--- src/e10sp_pkg.sv ---
// shared constants and types for the exp10 single-precision core
`timescale 1ns / 1ps
`default_nettype none
package e10sp_pkg;

    localparam int unsigned FP_W = 32;

    // polynomial coefficients and reduction constants, binary32 patterns
    localparam logic [FP_W-1:0] C0_BITS       = 32'h40135d8b;
    localparam logic [FP_W-1:0] C1_BITS       = 32'h4029a869;
    localparam logic [FP_W-1:0] C2_BITS       = 32'h40023a25;
    localparam logic [FP_W-1:0] C3_BITS       = 32'h3f96c0bb;
    localparam logic [FP_W-1:0] C4_BITS       = 32'h3f095a0d;
    localparam logic [FP_W-1:0] INV_L2_BITS   = 32'h40549a78;
    localparam logic [FP_W-1:0] L2_HI_BITS    = 32'h3e9a209b;
    localparam logic [FP_W-1:0] L2_LO_BITS    = 32'h32760860;
    localparam logic [FP_W-1:0] SPLIT_OFFSET  = 32'h82000000;
    localparam logic [FP_W-1:0] SPLIT_BIAS    = 32'h7f000000;
    localparam logic [FP_W-1:0] ONE_BITS      = 32'h3f800000;
    localparam logic [FP_W-1:0] NEG_ZERO_BITS = 32'h80000000;
    localparam logic [FP_W-1:0] QNAN_BITS     = 32'h7fc00000;
    localparam logic [FP_W-1:0] QUIET_BIT     = 32'h00400000;
    localparam logic [30:0]     INF_MAG       = 31'h7f800000;

    // |n| bounds for the split and saturation paths
    localparam logic [8:0] SPLIT_BOUND = 9'd126;
    localparam logic [8:0] SAT_BOUND   = 9'd192;

    // per-beat side data that travels down the pipeline
    typedef struct packed {
        logic            valid;
        logic [FP_W-1:0] x;
        logic            nneg;
        logic            sat;
        logic            split;
        logic [FP_W-1:0] nf;
        logic [8:0]      ni;
        logic [FP_W-1:0] rr;
        logic [FP_W-1:0] rc0;
        logic [FP_W-1:0] t;
    } meta_t;

endpackage
`default_nettype wire

--- src/e10sp_fma.sv ---
// three-stage binary32 fused multiply-add, round to nearest even
`timescale 1ns / 1ps
`default_nettype none
module e10sp_fma (
    input  wire logic        aclk,
    input  wire logic        ce,
    input  wire logic [31:0] a,
    input  wire logic [31:0] b,
    input  wire logic [31:0] c,
    output logic      [31:0] y
);

    // stage 1: unpack and multiply
    logic        a_sub, b_sub, c_sub;
    logic [7:0]  ea, eb, ec;
    logic [23:0] ma, mb, mc;
    logic        a_nan, b_nan, c_nan, a_inf, b_inf, c_inf, a_zero, b_zero;
    logic [47:0] mp;
    logic [47:0] mp_k;
    logic        sp;
    logic signed [11:0] s_prod;
    logic signed [11:0] s_sum;
    logic        nan_o, inf_o, infs_o;

    always_comb begin
        a_sub  = (a[30:23] == 8'd0);
        b_sub  = (b[30:23] == 8'd0);
        c_sub  = (c[30:23] == 8'd0);
        ea     = a_sub ? 8'd1 : a[30:23];
        eb     = b_sub ? 8'd1 : b[30:23];
        ec     = c_sub ? 8'd1 : c[30:23];
        ma     = {~a_sub, a[22:0]};
        mb     = {~b_sub, b[22:0]};
        mc     = {~c_sub, c[22:0]};
        a_nan  = (a[30:23] == 8'hff) && (a[22:0] != 23'd0);
        b_nan  = (b[30:23] == 8'hff) && (b[22:0] != 23'd0);
        c_nan  = (c[30:23] == 8'hff) && (c[22:0] != 23'd0);
        a_inf  = (a[30:23] == 8'hff) && (a[22:0] == 23'd0);
        b_inf  = (b[30:23] == 8'hff) && (b[22:0] == 23'd0);
        c_inf  = (c[30:23] == 8'hff) && (c[22:0] == 23'd0);
        a_zero = (a[30:0] == 31'd0);
        b_zero = (b[30:0] == 31'd0);
        mp     = ma * mb;
        sp     = a[31] ^ b[31];
        s_prod = $signed({4'd0, ea}) + $signed({4'd0, eb});
        // a zero product is parked right under c so c passes through exactly
        if (mp == 48'd0) begin
            s_sum = $signed({4'd0, ec}) + 12'sd100;
            mp_k  = mp;
        end else if ((s_prod - $signed({4'd0, ec}) - 12'sd100 < 12'sd0)
                     && (c[30:0] != 31'd0)) begin
            // product far below c: it only counts as sticky under the round bit
            s_sum = $signed({4'd0, ec}) + 12'sd100;
            mp_k  = 48'd1;
        end else begin
            s_sum = s_prod;
            mp_k  = mp;
        end
        nan_o  = a_nan || b_nan || c_nan || (a_inf && b_zero) || (b_inf && a_zero)
                 || ((a_inf || b_inf) && c_inf && (sp != c[31]));
        inf_o  = a_inf || b_inf || c_inf;
        infs_o = (a_inf || b_inf) ? sp : c[31];
    end

    logic [47:0]        s1_mp_reg;
    logic               s1_sp_reg, s1_sc_reg;
    logic signed [11:0] s1_s_reg;
    logic [7:0]         s1_ec_reg;
    logic [23:0]        s1_mc_reg;
    logic               s1_nan_reg, s1_inf_reg, s1_infs_reg;

    always_ff @(posedge aclk) begin
        if (ce) begin
            s1_mp_reg   <= mp_k;
            s1_sp_reg   <= sp;
            s1_sc_reg   <= c[31];
            s1_s_reg    <= s_sum;
            s1_ec_reg   <= ec;
            s1_mc_reg   <= mc;
            s1_nan_reg  <= nan_o;
            s1_inf_reg  <= inf_o;
            s1_infs_reg <= infs_o;
        end
    end

    // stage 2: align addend and add; bit 0 of the window collects sticky
    logic signed [11:0] sh;
    logic [6:0]         shc;
    logic [151:0]       c_wide;
    logic [75:0]        c_al, p_al;
    logic [76:0]        d_add, d_sub, mag;
    logic               neg, rsign;

    always_comb begin
        sh = s1_s_reg - $signed({4'd0, s1_ec_reg}) - 12'sd100;
        if (sh < 12'sd0) begin
            shc = 7'd0;
        end else if (sh > 12'sd76) begin
            shc = 7'd76;
        end else begin
            shc = sh[6:0];
        end
        c_wide = {s1_mc_reg, 128'd0} >> shc;
        c_al   = c_wide[151:76] | {75'd0, |c_wide[75:0]};
        p_al   = {26'd0, s1_mp_reg, 2'd0};
        d_add  = {1'b0, p_al} + {1'b0, c_al};
        d_sub  = {1'b0, p_al} - {1'b0, c_al};
        neg    = d_sub[76];
        if (s1_sp_reg == s1_sc_reg) begin
            mag   = d_add;
            rsign = s1_sp_reg;
        end else begin
            mag   = neg ? (77'd0 - d_sub) : d_sub;
            rsign = neg ? s1_sc_reg : s1_sp_reg;
        end
    end

    logic [76:0]        s2_mag_reg;
    logic               s2_sign_reg, s2_zsign_reg;
    logic signed [11:0] s2_s_reg;
    logic               s2_nan_reg, s2_inf_reg, s2_infs_reg;

    always_ff @(posedge aclk) begin
        if (ce) begin
            s2_mag_reg   <= mag;
            s2_sign_reg  <= rsign;
            s2_zsign_reg <= s1_sp_reg & s1_sc_reg;
            s2_s_reg     <= s1_s_reg;
            s2_nan_reg   <= s1_nan_reg;
            s2_inf_reg   <= s1_inf_reg;
            s2_infs_reg  <= s1_infs_reg;
        end
    end

    // stage 3: normalize, handle subnormal range, round and pack
    logic [6:0]         lead;
    logic signed [11:0] lmax, lwant, lsh, ebias;
    logic [6:0]         rsh;
    logic [153:0]       r_wide;
    logic [76:0]        norm;
    logic               rsticky, g, st, inc, ovf;
    logic [30:0]        word, rounded;

    always_comb begin
        lead = 7'd0;
        for (int i = 0; i < 77; i++) begin
            if (s2_mag_reg[i]) begin
                lead = 7'(i);
            end
        end
        lmax    = s2_s_reg - 12'sd100;
        lwant   = 12'sd76 - $signed({5'd0, lead});
        lsh     = (lwant < lmax) ? lwant : lmax;
        rsh     = 7'd0;
        rsticky = 1'b0;
        r_wide  = '0;
        if (lmax >= 12'sd0) begin
            norm = s2_mag_reg << lsh[6:0];
        end else begin
            lsh     = 12'sd0;
            rsh     = (lmax < -12'sd100) ? 7'd100 : 7'(-lmax);
            r_wide  = {s2_mag_reg, 77'd0} >> rsh;
            norm    = r_wide[153:77];
            rsticky = |r_wide[76:0];
        end
        ebias = s2_s_reg - 12'sd99 - lsh;
        ovf   = norm[76] && (ebias >= 12'sd255);
        word  = {(norm[76] ? ebias[7:0] : 8'd0), norm[75:53]};
        g     = norm[52];
        st    = (|norm[51:0]) | rsticky;
        inc   = g && (st || norm[53]);
        rounded = word + {30'd0, inc};
    end

    always_ff @(posedge aclk) begin
        if (ce) begin
            if (s2_nan_reg) begin
                y <= e10sp_pkg::QNAN_BITS;
            end else if (s2_inf_reg) begin
                y <= {s2_infs_reg, e10sp_pkg::INF_MAG};
            end else if (s2_mag_reg == 77'd0) begin
                y <= {s2_zsign_reg, 31'd0};
            end else if (ovf) begin
                y <= {s2_sign_reg, e10sp_pkg::INF_MAG};
            end else begin
                y <= {s2_sign_reg, rounded};
            end
        end
    end

endmodule
`default_nettype wire

--- config.mk ---
export PLATFORM = sky130hd
export DESIGN_NAME = e10sp_fma
export DESIGN_NICKNAME = d
export VERILOG_FILES = /design/src/e10sp_pkg.sv /design/src/e10sp_fma.sv
export SDC_FILE = /design/constraint.sdc
export NUM_CORES = 2
export LEC_CHECK = 0
export ABC_CLOCK_PERIOD_IN_PS = 27700
export BUFFER_PORTS_ARGS = -buffer_cell sky130_fd_sc_hd__buf_4
export CAP_MARGIN = 5
export CORE_UTILIZATION = 60
export DETAILED_ROUTE_END_ITERATION = 6
export PLACE_DENSITY = 0.88
export RECOVER_POWER = 25
export SYNTH_ARGS = -nofsm -noshare
export SYNTH_HDL_FRONTEND = slang
export SYNTH_SLANG_ARGS = --single-unit
--- constraint.sdc ---
create_clock -name aclk -period 27.7 [get_ports aclk]
set_clock_uncertainty 0.05 [all_clocks]
set_input_delay 0 -clock aclk [delete_from_list [all_inputs] [get_ports aclk]]
set_output_delay 0 -clock aclk [all_outputs]
set_load 0.01 [all_outputs]
==> flow_summary.json <==
{
  "core_mm2": 0.0874,
  "fill_cells": 7206,
  "path_max_fanout": 18,
  "cp-start-kind": "register",
  "hpwl_mm": 154,
  "clkLatencyLatePin_ns": 0.64,
  "fin_crit_sh_pct": 50.7,
  "ys_ff_latch": 217,
  "clkSlewWorstSetupHoldPaths_ns": 0.06,
  "final_cell_mix": "inv_1 (766), and2_1 (612), nor2_1 (493), fa_1 (486), nand2_1 (434)",
  "ys.warnings.count": 0,
  "synthCells": 6575,
  "min_period_ns": 14.04,
  "grt_pass1_wl_mm": 302,
  "hp-class": "input port to register",
  "final_common_cell": "inv_1",
  "critPathLaunch": "s1_s_reg[1]",
  "row_count": 108,
  "first_global_vias": 51300,
  "relSlewSlack_pct": -210,
  "dr.first_iter.drc_count": 5392,
  "synthArstFlopShare_pct": 0,
  "violations": "capacitance limit, slew limit",
  "fmax_mhz": 71.2,
  "wirelength_mm": 198,
  "crit_slowest_cell": "nand2_1",
  "worstPathRequired_ns": 28.04,
  "synth_cell_types": 117,
  "num_vias": 51200,
  "tns_ns": 0,
  "areaGrowthSynthToFinish_pct": 5.53,
  "multiInputGateArea_mm2": 0.0425,
  "grt_setup_unrepaired": "false",
  "finalHoldViolCount": 0,
  "h-tree-depth": 1,
  "postSynthAreaPerCell_um2": 8.11,
  "cts_max_path_buffers": 3,
  "status": "finished, violations left",
  "die_y_um": 300,
  "drc": 0,
  "syn_area_mm2": 0.0533,
  "viasPerCell": 6.70,
  "rr_worst_depth": 46,
  "timing.rr.start": "s1_s_reg[1]",
  "crit_top_cell": "o21ai_0",
  "finalNetCount": 7388,
  "yosys_most_used_dff": "edfxtp_1",
  "dieArea_mm2": 0.0901,
  "largest_register_ffs": 77,
  "numCtsBuffers": 27,
  "placement.io_buffers": 129,
  "criticalPathCategory": "register to register",
  "slowest_delay_ns": 0.72,
  "antenna_found_initial": 8,
  "critical_path_arrival_ns": 14.38,
  "maxSlewViolCount": 84,
  "first_pass_iters": 6,
  "drtAntennaViolNets": 0,
  "max_cap_violations": 1,
  "setup_viol": 0,
  "cts_hold_buf": 55,
  "ys_seq_area_share_pct": 12.2,
  "cts_resized": 0,
  "worst-slew-pin-transition_ns": 4.65,
  "cp-endpoint": "s2_mag_reg[71]",
  "r2r_slack_ns": 13.66,
  "grt_max_degree": 86,
  "r2r_end": "s2_mag_reg[71]",
  "synth_edf_count": 217,
  "die_x_um": 300,
  "drive_gt1_share_pct": 6.65,
  "initial_core_util_pct": 61.0,
  "post_cts.repair.setup_buffers": 0,
  "endpoint_kind": "register",
  "globalplace.congestion": 1.12,
  "avgRoutedWirePerCell_um": 25.9,
  "overflow": 0,
  "seqCellArea_mm2": 0.00652,
  "track_usage_pct": 43.4,
  "root_buffer": "clkbuf_16",
  "utilization_pct": 64.4,
  "cts.sinks": 217,
  "io_pins": 130,
  "cts_tree": "done"
}
==> cell families after synthesis <==
group | Yosys count | synth area share (%)
AOI/OAI and AO/OA | 1343 | 16.9
xor gates and xnor gates | 288 | 4.73
adders and majority gates | 830 | 26.3
buffers and inverters | 1177 | 8.39
DFF | 217 | 12.2
muxes | 420 | 9.11
other | 2 | 0.0141
and+or+nand+nor | 2298 | 22.3
==> per-stage QoR <==
| step | std cells | instance area [um^2] | setup WS (ns) | hold WS [ns] |
|---|---|---|---|---|
| floorplan | 6581 | 53400 | 16.64 | 0.0489 |
| global placement | 7531 | 54900 | 14.43 | 0.138 |
| detailed placement | 7531 | 54900 | 14.13 | 0.140 |
| CTS | 7632 | 56300 | 14.08 | 0.0108 |
| global route | 7636 | 56300 | 12.66 | 0.0656 |
| finish | 7638 | 56300 | 13.66 | 0.0574 |
==> Yosys cell counts, types with 54 or more instances <==
cell | n | area share (%)
inv_1 | 766 | 5.4
and2_1 | 613 | 7.2
nor2_1 | 497 | 3.5
fa_1 | 486 | 18
nand2_1 | 439 | 3.1
a21oi_1 | 362 | 3.4
ha_1 | 343 | 8.0
clkbuf_1 | 339 | 2.4
mux2i_1 | 322 | 6.0
o21ai_0 | 222 | 2.1
edfxtp_1 | 217 | 12
xnor2_1 | 199 | 3.3
nand3_1 | 162 | 1.5
nor3_1 | 159 | 1.5
xor2_1 | 89 | 1.5
a21o_1 | 75 | 1.1
nor4_1 | 72 | 0.84
a211oi_1 | 67 | 0.94
nand2b_1 | 63 | 0.74
nand4_1 | 59 | 0.69
a31oi_1 | 55 | 0.65
o211ai_1 | 54 | 0.76
==> final cells by class <==
| cell class | instances | area share, % |
|---|---|---|
| Antenna cell | 5 | 0.0222 |
| Clock buffer | 27 | 1.20 |
| Clock inverter | 19 | 0.389 |
| Inverter | 768 | 5.12 |
| Multi-Input combinational cell | 5187 | 75.5 |
| Sequential cell | 217 | 11.6 |
| Tap cell | 1155 | 2.57 |
| Timing Repair Buffer | 260 | 3.59 |
==> worst max-delay path: cells and delay by family, from the launching register on <==
family / cells / cell delay (ns)
xor+xnor: 2 / 0.64
buf+inv: 1 / 0.08
simple gates: 11 / 3.67
flops: 1 / 0.40
compound gates: 28 / 7.69
fa+ha+maj: 4 / 1.25
==> worst min path at each step <==
stage | from | to | slack [ns] | cells past startpoint
after global routing | c[18] | s1_mc_reg[18] | 0.07 | 2
after CTS | c[4] | s1_mc_reg[4] | 0.01 | 2
after detailed placement | c[15] | s1_mc_reg[15] | 0.14 | 1
final | c[18] | s1_mc_reg[18] | 0.06 | 2
after floorplan | c[0] | s1_mc_reg[0] | 0.05 | 0
after global placement | c[18] | s1_mc_reg[18] | 0.14 | 1
==> routing by layer <==
| layer | track usage (%) | part of all wire [%] | up-vias |
|---|---|---|---|
| li1 | - | - | 22500 |
| met1 | 51.5 | 36 | 24600 |
| met2 | 71.2 | 47 | 3262 |
| met3 | 7.51 | 9.4 | 836 |
| met4 | 31.1 | 8.2 | 10 |
| met5 | 0 | 0.035 | - |
Power is left out: the tool's default activity adds up to more than one toggle a clock period on the data nets, which glitch-free logic cannot reach.
